File: config.mk
export PLATFORM = sky130hd
export DESIGN_NAME = tfs_fifo
export DESIGN_NICKNAME = d
export VERILOG_FILES = /design/src/rtl/tfs_pkg.sv /design/src/rtl/tfs_fifo.sv
export SDC_FILE = /design/constraint.sdc
export NUM_CORES = 1
export LEC_CHECK = 0
export BUFFER_PORTS_ARGS = -buffer_cell sky130_fd_sc_hd__buf_2
export CAP_MARGIN = 40
export CORE_MARGIN = 2
export CORE_UTILIZATION = 30
export DETAILED_ROUTE_END_ITERATION = 10
export GPL_ROUTABILITY_DRIVEN = 0
export SLEW_MARGIN = 20
export SYNTH_ARGS = -nofsm -noshare
export SYNTH_HDL_FRONTEND = slang
export SYNTH_SLANG_ARGS = --single-unit
export TNS_END_PERCENT = 10
File: constraint.sdc
create_clock -name clk -period 10.2 [get_ports clk]
set_input_delay 2.55 -clock clk [delete_from_list [all_inputs] [get_ports clk]]
set_output_delay 2.55 -clock clk [all_outputs]
set_load 0.01 [all_outputs]
File: src/rtl/tfs_pkg.sv
`default_nettype none

package tfs_pkg;

	localparam int QUEUE_DEPTH = 4;
	localparam int DIV_STEPS = 31;

	localparam logic [2:0] REG_MAX_ACCEL = 3'd0;
	localparam logic [2:0] REG_MAX_DECEL = 3'd1;
	localparam logic [2:0] REG_MAX_SPEED = 3'd2;
	localparam logic [2:0] REG_MAX_LAT   = 3'd3;
	localparam logic [2:0] REG_TRACTION  = 3'd4;
	localparam logic [2:0] REG_DRAG      = 3'd5;

	localparam logic [30:0] REG_RESET = 31'd65536;

	localparam logic signed [31:0] K_SPIN = -32'sd6554;
	localparam logic signed [31:0] K_DRAG = -32'sd16384;
	localparam logic signed [31:0] S32_MAX = 32'sh7fffffff;
	localparam logic signed [31:0] S32_MIN = 32'sh80000000;
	localparam logic signed [65:0] SAT_HI = 66'sd2147483647;
	localparam logic signed [65:0] SAT_LO = -66'sd2147483648;

	typedef struct packed {
		logic [30:0] amax;
		logic [30:0] dmax;
		logic [30:0] vmax;
		logic [30:0] lmax;
		logic [30:0] tg;
		logic [30:0] dg;
	} cfg_t;

	typedef struct packed {
		logic signed [15:0] c;
		logic signed [15:0] s;
		logic signed [31:0] sf;
		logic signed [31:0] sl;
		logic signed [31:0] w;
		logic signed [31:0] a;
		logic [30:0] m;
		logic [30:0] inr;
		logic [30:0] dt;
	} item_t;

	typedef struct packed {
		logic neg;
		logic ovf;
		logic signed [15:0] c;
		logic signed [15:0] s;
		logic [30:0] dt;
		logic signed [31:0] lat;
		logic signed [31:0] spin;
		logic signed [31:0] dragx;
		logic signed [31:0] dragy;
		logic signed [31:0] drvx;
		logic signed [31:0] drvy;
	} d1_pay_t;

	typedef struct packed {
		logic neg;
		logic ovf;
		logic signed [15:0] c;
		logic signed [15:0] s;
		logic signed [31:0] spin;
		logic signed [31:0] dragx;
		logic signed [31:0] dragy;
		logic signed [31:0] drvx;
		logic signed [31:0] drvy;
	} d2_pay_t;

	function automatic logic signed [31:0] sat32(input logic signed [65:0] v);
		if (v > SAT_HI) begin
			return S32_MAX;
		end else if (v < SAT_LO) begin
			return S32_MIN;
		end
		return v[31:0];
	endfunction

endpackage

`default_nettype wire

File: src/rtl/tfs_fifo.sv
`default_nettype none

module tfs_fifo import tfs_pkg::*; #(
	parameter int DEPTH = QUEUE_DEPTH
) (
	input  wire logic clk,
	input  wire logic arst_n,
	input  wire logic push,
	input  item_t     push_data,
	output logic      full,
	input  wire logic pop,
	output item_t     pop_data,
	output logic      empty
);

	localparam int AW = $clog2(DEPTH);
	localparam int CW = $clog2(DEPTH + 1);

	item_t           mem_q [DEPTH];
	logic [AW-1:0]   wr_ptr_q;
	logic [AW-1:0]   rd_ptr_q;
	logic [CW-1:0]   count_q;

	assign full = (count_q == CW'(DEPTH));
	assign empty = (count_q == '0);
	assign pop_data = mem_q[rd_ptr_q];

	always_ff @(posedge clk or negedge arst_n) begin
		if (!arst_n) begin
			wr_ptr_q <= '0;
			rd_ptr_q <= '0;
			count_q <= '0;
		end else begin
			if (push) begin
				wr_ptr_q <= (wr_ptr_q == AW'(DEPTH - 1)) ? '0 : wr_ptr_q + 1'b1;
			end
			if (pop) begin
				rd_ptr_q <= (rd_ptr_q == AW'(DEPTH - 1)) ? '0 : rd_ptr_q + 1'b1;
			end
			if (push && !pop) begin
				count_q <= count_q + 1'b1;
			end else if (pop && !push) begin
				count_q <= count_q - 1'b1;
			end
		end
	end

	always_ff @(posedge clk) begin
		if (push) begin
			mem_q[wr_ptr_q] <= push_data;
		end
	end

endmodule

`default_nettype wire

==> results.md, run 1 <==
- Status: complete, no violations
- Most frequent cells in the layout: edfxtp_1, buf_2, mux4_2
- Slew @ Worst Pin: ~1.2 ns
- Fin crit period: approximately 6 ns
- CP endpoint kind: output port
- IO Port Bufs: 511
- Die span in y: 355.9 microns
- Worst setup SP type: register
- Multi-input logic area: between 5000 and 6000 sq um
- Final wirelength: 77.75 mm
- CTS Buffer Depth: 3
- P_leak: ~15 nW
- CP max FO: 84
- First-pass iteration count of the detailed router: 6
- Kind of critical path: reg -> out
- Total clock sinks: 1,019
- Syn Nets: 1,623
- Initial core utilization: around 30%
- Vias in the first global route: 17.99k
- Hold path cells: 1
- Crit-path cells: buf_4 > buf_12 > mux4_2 > buf_2
- Setup tns final: 0 ns
- Worst Hold Path EP: count_q[2]$_DFFE_PN0P_
- Slew HR: 22.85%
- Synthesis-to-finish area growth: 20.98%
- CP bufs+invs: 3
- Reg area: between 30,000 and 40,000 sq um
- Largest net degree at the start of global routing: 130
- Avg WL per Cell: 21.09 microns
- Reg2reg start: wr_ptr_q[0]$_DFFE_PN0P_
- R2r worst-path depth: 6
- Power, Total: 12.79 mW
- TritonCTS buffer count: 106
- Sequential area share after synthesis: 82.29%
- Post-cts sizing count: 0
- Crit-path slowest cell: dfrtp_4
- P per Cell Area: roughly 280 nW/um^2
- Max incr delay on CP: 0.86 ns
- Endpoints failing hold: 0
- Slew Limit Fails: 0
- Remaining DRCs: 0
- Antenna violations before repair: 26
- Critical path data arrival time: 3.53 ns
- VDD IR-drop max: about 0.21 mV
- Gr usage total: 12.08%
- Share of cells above drive strength 1: 46.51%
- Synthesis-stage register bit count: 1,019
- Fin crit share: 59.58%
- RSZ-0062 raised after global routing: no
- CTS tree: done
- Max-cap violation count: 0
- Reg clk slew, reported paths: approximately 0.06 ns
- Leading cell type in the layout, fill and taps excluded: edfxtp_1
- Syn Std Cell Area: 37,140 sq um
- Worst hold path type: reg -> reg
- Post-synthesis cell count: 1,359
- Final setup viols: 0
- Skew final: 0.02217 ns
- FMAX: 0.1646 GHz
- ANT nets after route: 0
- Routed vias/inst: 4.483
- Clock root cell: clkbuf_16
- Netlist cell types: 20
- # hold bufs at CTS: 0
- Die area: 126,600 sq um
- Avg Cell Area, Syn: 27.33 sq um
- Setup Fix Bufs, Post-CTS: 0
- # fillers: 11.28k
- Core area: roughly 120,000 sq um
- Cell Rows: 129
- Critical R2R Capture: mem_q[2][70]$_DFFE_PP_
- Layout net count: between 2k and 2.5k
- First-pass GRT wire length: 114.3 mm
- Grt ovf: 0
- Yosys warning total: 0
- Worst skew pair latency: approximately 0.70 ns
- DRT iter0 DRCs: 1,276
- Die X: 355.9 microns
- Hold Startpoint: count_q[2]$_DFFE_PN0P_
- Vias: ~17k
- H-tree depth: 3
- Io pins: 512
- Worst Path Required: 7.65 ns
- Cell family with most CP delay: buffers and inverters
- DPL Wire Length: 48.82 mm
- Reg-to-reg slack, setup: roughly 7.2 ns
## power by group
part / internal [mW] / switching (mW) / leakage, nW
registers: 5.37 / 0.208 / 9.38
logic: 1.58 / 1.91 / 3.92
clock network: 2.15 / 1.58 / 1.66
## worst max-delay path by stage
| stage | from | end | slack (ns) | cells after the start |
|---|---|---|---|---|
| after CTS | rd_ptr_q[0]$_DFFE_PN0P_ | pop_data[83] | 3.94 | 4 |
| final | rd_ptr_q[0]$_DFFE_PN0P_ | pop_data[123] | 4.12 | 4 |
| after floorplan | push | mem_q[0][0]$_DFFE_PP_ | 1.29 | 1 |
| after detailed placement | rd_ptr_q[0]$_DFFE_PN0P_ | pop_data[83] | 4.77 | 4 |
| after global placement | rd_ptr_q[0]$_DFFE_PN0P_ | pop_data[83] | 4.78 | 4 |
| after global routing | rd_ptr_q[0]$_DFFE_PN0P_ | pop_data[127] | 3.81 | 4 |
## layer usage
| metal | vias up | routed length (microns) | global-route usage [%] |
|---|---|---|---|
| met5 | - | 172 | 0 |
| met4 | 28 | 2084 | 4.228 |
| met3 | 153 | 6987 | 5.029 |
| met2 | 512 | 38970 | 20.10 |
| met1 | 8704 | 29540 | 14.02 |
| li1 | 7131 | - | - |
## flip-flops by register name, indices dropped and copies added (netlist names)
| register | count |
|---|---|
| count_q | 3 |
| mem_q | 1012 |
| rd_ptr_q | 2 |
| wr_ptr_q | 2 |
## synthesized netlist by cell type, drive strengths merged
master | instances | area, sq um
edfxtp | 1012 | 30390
mux4 | 253 | 5698
buf | 53 | 630.6
dfrtp | 7 | 175.2
ha | 6 | 75.07
and2 | 4 | 25.02
clkbuf | 4 | 15.01
inv | 4 | 15.01
mux2 | 3 | 33.78
nor2 | 3 | 11.26
nand2 | 2 | 7.510
o21ai | 2 | 10.01
xor2 | 2 | 17.52
fa | 1 | 20.02
nor3 | 1 | 5.000
nor3b | 1 | 7.510
xnor2 | 1 | 8.760
## stage by stage
| step | hold slack, ns | utilization (%) | instances | worst slack, ns | cell area, sq um |
|---|---|---|---|---|---|
| finish | 0.5151 | 36.44 | 3687 | 4.123 | 44940 |
| global route | 0.5452 | 36.43 | 3682 | 3.809 | 44920 |
| CTS | 0.5130 | 36.41 | 3673 | 3.941 | 44900 |
| detailed placement | 0.5034 | 33.66 | 3475 | 4.770 | 41510 |
| global placement | 0.4720 | 33.53 | 3469 | 4.783 | 41350 |
| floorplan | 0.4563 | - | 1359 | 1.286 | 37140 |
## cell type report
cell class | count | share of cell area [%]
Multi-Input combinational cell | 279 | 13.20
Clock inverter | 66 | 1.426
Tap cell | 1637 | 4.558
Inverter | 4 | 0.03341
Antenna cell | 14 | 0.07796
Timing Repair Buffer | 536 | 6.555
Sequential cell | 1019 | 68.03
Clock buffer | 132 | 6.120
## cell families after synthesis
group	Yosys count	synth area share, %
buffers and inverters	61	1.779
multiplexers	256	15.43
flip-flops	1019	82.29
AND/OR/NAND/NOR	11	0.1516
XOR/XNOR	3	0.07075
AO/OA/AOI/OAI	2	0.02695
adder cells (fa/ha/maj)	7	0.2560
(Power assumes the default switching activity.)
==> inputs of run 2 (changes only) <==
- clock period: 10.2 -> 6 ns (I/O delays scaled with it)
==> run 2 against run 1 <==
  * Global-route usage increased by 0.23 points
  * Critical path type unchanged
  * Via count decreased by 0.18%
  * Highest routed layer unchanged
  * Total power increased by 70%
  * Clock skew increased by 0.017 ns
  * Largest power group unchanged
  * Hold slack got worse by 0.0054 ns
  * Cell area about the same
  * Flip-flop and latch count unchanged
  * Final cell count about the same
  * Critical endpoint is now pop_data[249]
==> results.md, run 2 (synthesized netlist as in run 1, its figures left out) <==
- IO Port Bufs: 511
- DPL Wire Length: 48.51 mm
- Hold path cells: 1
- TritonCTS buffer count: about 110
- Post-cts sizing count: 0
- Kind of critical path: reg -> out
- Worst Path Required: around 4.5 ns
- Worst hold path type: reg -> reg
- Gr usage total: 12.31%
- # hold bufs at CTS: 0
- DP Cell Count: 3,480
- Reg-to-reg slack, setup: 3.82 ns
- Setup tns final: 0 ns
- CTS tree: done
- Antenna violations before repair: 29
- Setup Fix Bufs, Post-CTS: 0
- Slew HR: roughly a third
- Clock root cell: clkbuf_16
- Reg area: 30,570 sq um
- Io pins: 512
- Fin crit period: approximately 4.3 ns
- Cell Rows: 129
- Reg2reg start: wr_ptr_q[1]$_DFFE_PN0P_
- Share of cells above drive strength 1: a little under half
- Worst skew pair latency: 0.72 ns
- Synthesis-to-finish area growth: 20.97%
- Worst setup SP type: register
- Avg WL per Cell: between 20 and 25 microns
- Grt ovf: 0
- VDD IR-drop max: 0.3030 mV
- ANT nets after route: 0
- Total clock sinks: ~1k
- Remaining DRCs: 0
- Max reg flops: 1,012
- Status: complete, no violations
- Hold Startpoint: count_q[2]$_DFFE_PN0P_
- Final instance count without filler cells: 3,684
- # fillers: 11.27k
- RSZ-0062 raised after global routing: no
- R2r worst-path depth: 5
- Most frequent cells in the layout: edfxtp_1, buf_2, mux4_2
- Slew @ Worst Pin: 1.017 ns
- H-tree depth: 3
- Largest net degree at the start of global routing: 128
- Critical R2R Capture: mem_q[1][204]$_DFFE_PP_
- Initial core utilization: 30.12%
- First-pass GRT wire length: 115.5 mm
- Core area: 123,300 sq um
- Final wirelength: 79.03 mm
- P_leak: 14.92 nW
- P per Cell Area: 483.3 nW/um^2
- CP max FO: 32
- Worst Hold Path EP: count_q[2]$_DFFE_PN0P_
- Fin crit share: 72.34%
- Die area: 126,600 sq um
- CTS Buffer Depth: 3
- Layout net count: 2,215
- Leading cell type in the layout, fill and taps excluded: edfxtp_1
- DRT iter0 DRCs: 1,143
- Vias in the first global route: 17.68k
- First-pass iteration count of the detailed router: 4
- CP endpoint kind: output port
- Routed vias/inst: 4.479
- Reg clk slew, reported paths: approximately 0.060 ns
- FMAX: 0.2304 GHz
- Endpoints failing hold: 0
- Slew Limit Fails: 0
- Power, Total: 21.72 mW
- Multi-input logic area: 5929 sq um
- Max-cap violation count: 0
- Skew final: a little under 0.04 ns
- Die span in y: approximately 360 microns
- Final setup viols: 0
- Critical path data arrival time: 2.84 ns
- Vias: 16.50k
- Largest registers: mem_q x1012, count_q x3
- Die X: 355.9 microns
- Largest Register: mem_q
run 2: cell types whose count changed in the layout (fill, tap and decap cells not counted), sizes merged:
cell	change
clkbuf	+6
buf	+5
bufinv	-4
clkinv	-4
diode	-4
inv	-4
clkinvlp	+2
run 2: per-layer routing:
layer / vias to the layer above / routed length, microns / GRT usage, %
met2: 493 / 39770 / 20.39
li1: 7150 / - / -
met1: 8681 / 29780 / 14.24
met4: 36 / 1820 / 4.430
met3: 139 / 7417 / 5.275
met5: - / 232 / 0
run 2: cell type report:
| type | instances | share of cell area (%) |
|---|---|---|
| multi-input cells | 279 | 13.20 |
| repair buffers | 541 | 6.783 |
| inverters | 4 | 0.03342 |
| diodes | 10 | 0.05569 |
| well taps | 1637 | 4.558 |
| clock inverters | 56 | 1.069 |
| clock buffers | 138 | 6.265 |
| flip-flops and latches | 1019 | 68.04 |
run 2: report_power, final:
group          internal [mW]  switching, mW
sequential              9.12          0.319
combinational           2.74           3.34
clock                   3.53           2.67
total                   15.4           6.33
run 2: worst max-delay path: stages, from the launching register on:
cell,delay [ns]
dfrtp_4,0.67
buf_16,0.31
buf_4,0.38
mux4_2,0.56
buf_2,0.16
run 2: metrics by stage:
stage	utilization [%]	setup WS, ns	instance area, sq um	hold slack [ns]
floorplan	-	-1.864	37150	0.4563
global placement	33.70	2.044	41560	0.4719
detailed placement	33.75	2.292	41610	0.4919
CTS	36.42	1.444	44910	0.5040
global route	36.43	1.420	44920	0.5371
finish	36.44	1.660	44930	0.5097
run 2: worst max-delay path by stage:
stage / slack [ns] / start / end / cells past startpoint
CTS: 1.44 / rd_ptr_q[0]$_DFFE_PN0P_ / pop_data[249] / 4
global placement: 2.04 / rd_ptr_q[0]$_DFFE_PN0P_ / pop_data[12] / 3
global route: 1.42 / rd_ptr_q[0]$_DFFE_PN0P_ / pop_data[190] / 4
finish: 1.66 / rd_ptr_q[0]$_DFFE_PN0P_ / pop_data[249] / 4
floorplan: -1.86 / push / mem_q[1][0]$_DFFE_PP_ / 1
detailed placement: 2.29 / rd_ptr_q[0]$_DFFE_PN0P_ / pop_data[249] / 4
==> inputs of run 3 (changes only) <==
- ABC_AREA: not set -> 1
- clock period: 6 -> 4.3 ns (I/O delays scaled with it)
==> run 3 against run 2 <==
  * Utilization is 0.092 points higher
  * Hold slack worse by 0.30 ns
  * Via count is 44% higher
  * Total power is 49% higher
  * Sequential power is 38% higher
  * First-iteration DRC count is 3.0% higher
  * Non-clock buffer count is 47 higher
  * Critical path depth stayed put
  * Cell area is 8.4% higher
  * Final cell count is 46% higher
  * Synthesized area is 8.3% higher
  * Combinational power is 64% higher
  * Critical endpoint is now pop_data[234]
  * Largest power group unchanged
==> results.md, run 3 <==
- Status: complete, no violations
- Final core utilization: 36.53%
- Remaining DRCs: 0
- P per Cell Area: 663.2 nW/um^2
- Post-synthesis compound-gate area fraction: about a tenth
- Fraction of registers with async set/reset: 0.6869%
- Final instance count without filler cells: ~5.4k
- CTS tree: done
- Top-area cell type share of the netlist area: 75.56%
- DRT iter0 DRCs: 1,177
- Post-synthesis cell count: 3,004
- Skew final: 0.02454 ns
- Synth Area in Simple Gates: about 7.3%
- Share of cells above drive strength 1: 20.59%
- Worst setup SP type: register
- Initial core utilization: about 30%
- # fillers: 12.66k
- Crit-path cells: buf_12 > o211ai_1 > nand2_1 > buf_2
- Fin crit period: 3.885 ns
- First-pass iteration count of the detailed router: 5
- Avg WL per Cell: ~17 microns
- First-pass GRT wire length: 134.6 mm
- Die span in y: 370.1 microns
- Avg Cell Area, Syn: 13.39 sq um
- Crit-path slowest cell: dfrtp_4
- Layout net count: between 3k and 4k
- CTS Buffer Depth: 3
- Slew @ Worst Pin: 1.403 ns
- Adder-cell share of the synthesized area: less than 1%
- Antenna violations before repair: 27
- Kind of critical path: reg -> out
- Synthesis-stage register bit count: approximately 1.0k
- Synth Area in XOR/XNOR: less than 1%
- Netlist cell types: 19
- Die X: 370.1 microns
- RSZ-0062 raised after global routing: no
- Cell family with most CP delay: buffers and inverters
- Yosys warning total: 0
- Cell taking the most area after synthesis: edfxtp_1
- P_leak: 19.25 nW
- Most frequent cells in the layout: edfxtp_1, nand2_1, inv_1
- VDD IR-drop max: about 0.49 mV
- Slew HR: 6.455%
- Slew Limit Fails: 0
- Grt ovf: 0
- Setup Fix Bufs, Post-CTS: 0
- Setup tns final: 0 ns
- Io pins: around 510
- Largest Register: mem_q
- Post-cts sizing count: 0
- Top cells by area, synth: edfxtp_1, o211ai_1, nand2_1
- Syn Std Cell Area: 40,220 sq um
- Ys flop type: edfxtp_1
- Most frequent cell after synthesis: edfxtp_1
- Core area: 133,300 sq um
- Post-synth EDFFs: 1,012
- Largest registers: mem_q x1012, count_q x3
- Gr usage total: between 10 and 15%
- Commonest cells in the netlist: edfxtp_1, nand2_1, inv_1, o211ai_1, buf_2
- Critical path data arrival time: 2.81 ns
- Endpoints failing hold: 0
- Routed vias/inst: 4.398
- Worst Path Required: 3.22 ns
- Worst skew pair latency: 0.71 ns
- Multiplexer area fraction after synthesis: 0%
- Max-cap violation count: 0
- DPL Wire Length: 55.00 mm
- Die area: 137,000 sq um
- Largest family of logic cells by synthesized area: compound AO/OA/AOI/OAI gates
- # hold bufs at CTS: 0
- Sequential area share after synthesis: between 70% and 80%
- CP max FO: 154
- Final wirelength: approximately 90 mm
- Cell Rows: 134
- Largest net degree at the start of global routing: 159
- Vias: about 24k
- Fin crit share: 90.36%
- Reg clk slew, reported paths: 0.07 ns
- DP Cell Count: a little over 5k
- Leading cell type in the layout, fill and taps excluded: edfxtp_1
- Max incr delay on CP: 0.49 ns
- Worst hold path type: in -> async
- Total clock sinks: between 1k and 1.5k
- Max reg flops: 1,012
- Syn Nets: 3,268
- H-tree depth: 3
- TritonCTS buffer count: 109
- Final setup viols: 0
- Fin Hold WS: 0.2090 ns
- Clock root cell: clkbuf_16
- FMAX: between 0.2 and 0.3 GHz
- Vias in the first global route: 22.70k
- CP endpoint kind: output port
- Synthesis-to-finish area growth: 21.07%
- ANT nets after route: 0
- IO Port Bufs: 511
- CP bufs+invs: 2
run 3: cell count changes in the layout (fill, tap and decap cells not counted), moves of 4 or more:
cell	before	now
nand2_1	2	770
inv_1	4	513
o211ai_1	0	506
mux4_2	253	0
buf_4	10	51
bufinv_16	5	15
buf_12	18	26
clkinv_1	30	22
clkinv_2	7	13
and2_4	4	0
nand2_8	0	4
run 3: routing by layer:
| layer | vias up | GRT usage (%) | wire (microns) |
|---|---|---|---|
| met5 | - | 0 | 293 |
| met3 | 152 | 4.220 | 6734 |
| met2 | 521 | 21.36 | 42940 |
| li1 | 11640 | - | - |
| met4 | 46 | 4.425 | 2003 |
| met1 | 11380 | 15.83 | 38210 |
run 3: path summary, 6_finish.rpt:
kind	start	depth (start not counted)	slack [ns]	endpoint
max in group asynchronous	arst_n	1	3.86	rd_ptr_q[1]$_DFFE_PN0P_
worst min register to register	count_q[2]$_DFFE_PN0P_	2	0.51	count_q[2]$_DFFE_PN0P_
worst max-delay path	rd_ptr_q[1]$_DFFE_PN0P_	4	0.41	pop_data[234]
worst min-delay path	arst_n	1	0.21	rd_ptr_q[1]$_DFFE_PN0P_
worst max register to register	rd_ptr_q[1]$_DFFE_PN0P_	4	1.80	rd_ptr_q[1]$_DFFE_PN0P_
min in group clk	count_q[2]$_DFFE_PN0P_	2	0.51	count_q[2]$_DFFE_PN0P_
run 3: cell families (layout without fill, tap and decap cells):
kind of cell               Yosys count  after routing
DFF                               1019           1019
and+or+nand+nor                    780            780
buffers and inverters              687           1302
AOI/OAI and AO/OA                  510            510
adders and majority gates            7              7
xor gates and xnor gates             1              1
other                                0              9
run 3: final cells by class:
cell class | count | area [sq um] | share of cell area [%]
inverter | 519 | 1978 | 4.063
multi-input combinational | 1298 | 6922 | 14.22
clock inverter | 58 | 674.4 | 1.385
antenna | 9 | 22.52 | 0.04625
sequential | 1019 | 30570 | 62.78
timing repair buffer | 588 | 3461 | 7.108
tap | 1768 | 2212 | 4.543
clock buffer | 137 | 2854 | 5.861
run 3: per-stage QoR:
stage	power (mW)	setup slack [ns]	cell area, sq um
detailed placement	23.44	1.186	45140
global placement	23.31	1.188	45140
floorplan	19.45	-0.9830	40300
CTS	32.82	0.3450	48670
finish	32.29	0.4146	48690
global route	34.17	0.2351	48680
run 3: power breakdown:
| part | switching, mW | internal (mW) | leakage (nW) |
|---|---|---|---|
| Sequential | 0.325 | 12.7 | 9.38 |
| Clock | 3.73 | 5.56 | 1.71 |
| Combinational | 6.72 | 3.24 | 8.16 |
run 3: worst reg2reg max path: stages (launching register included):
cell,delay (ns)
dfrtp_4,0.53
buf_12,0.21
ha_1,1.18
nand2_1,0.07
o21ai_0,0.28
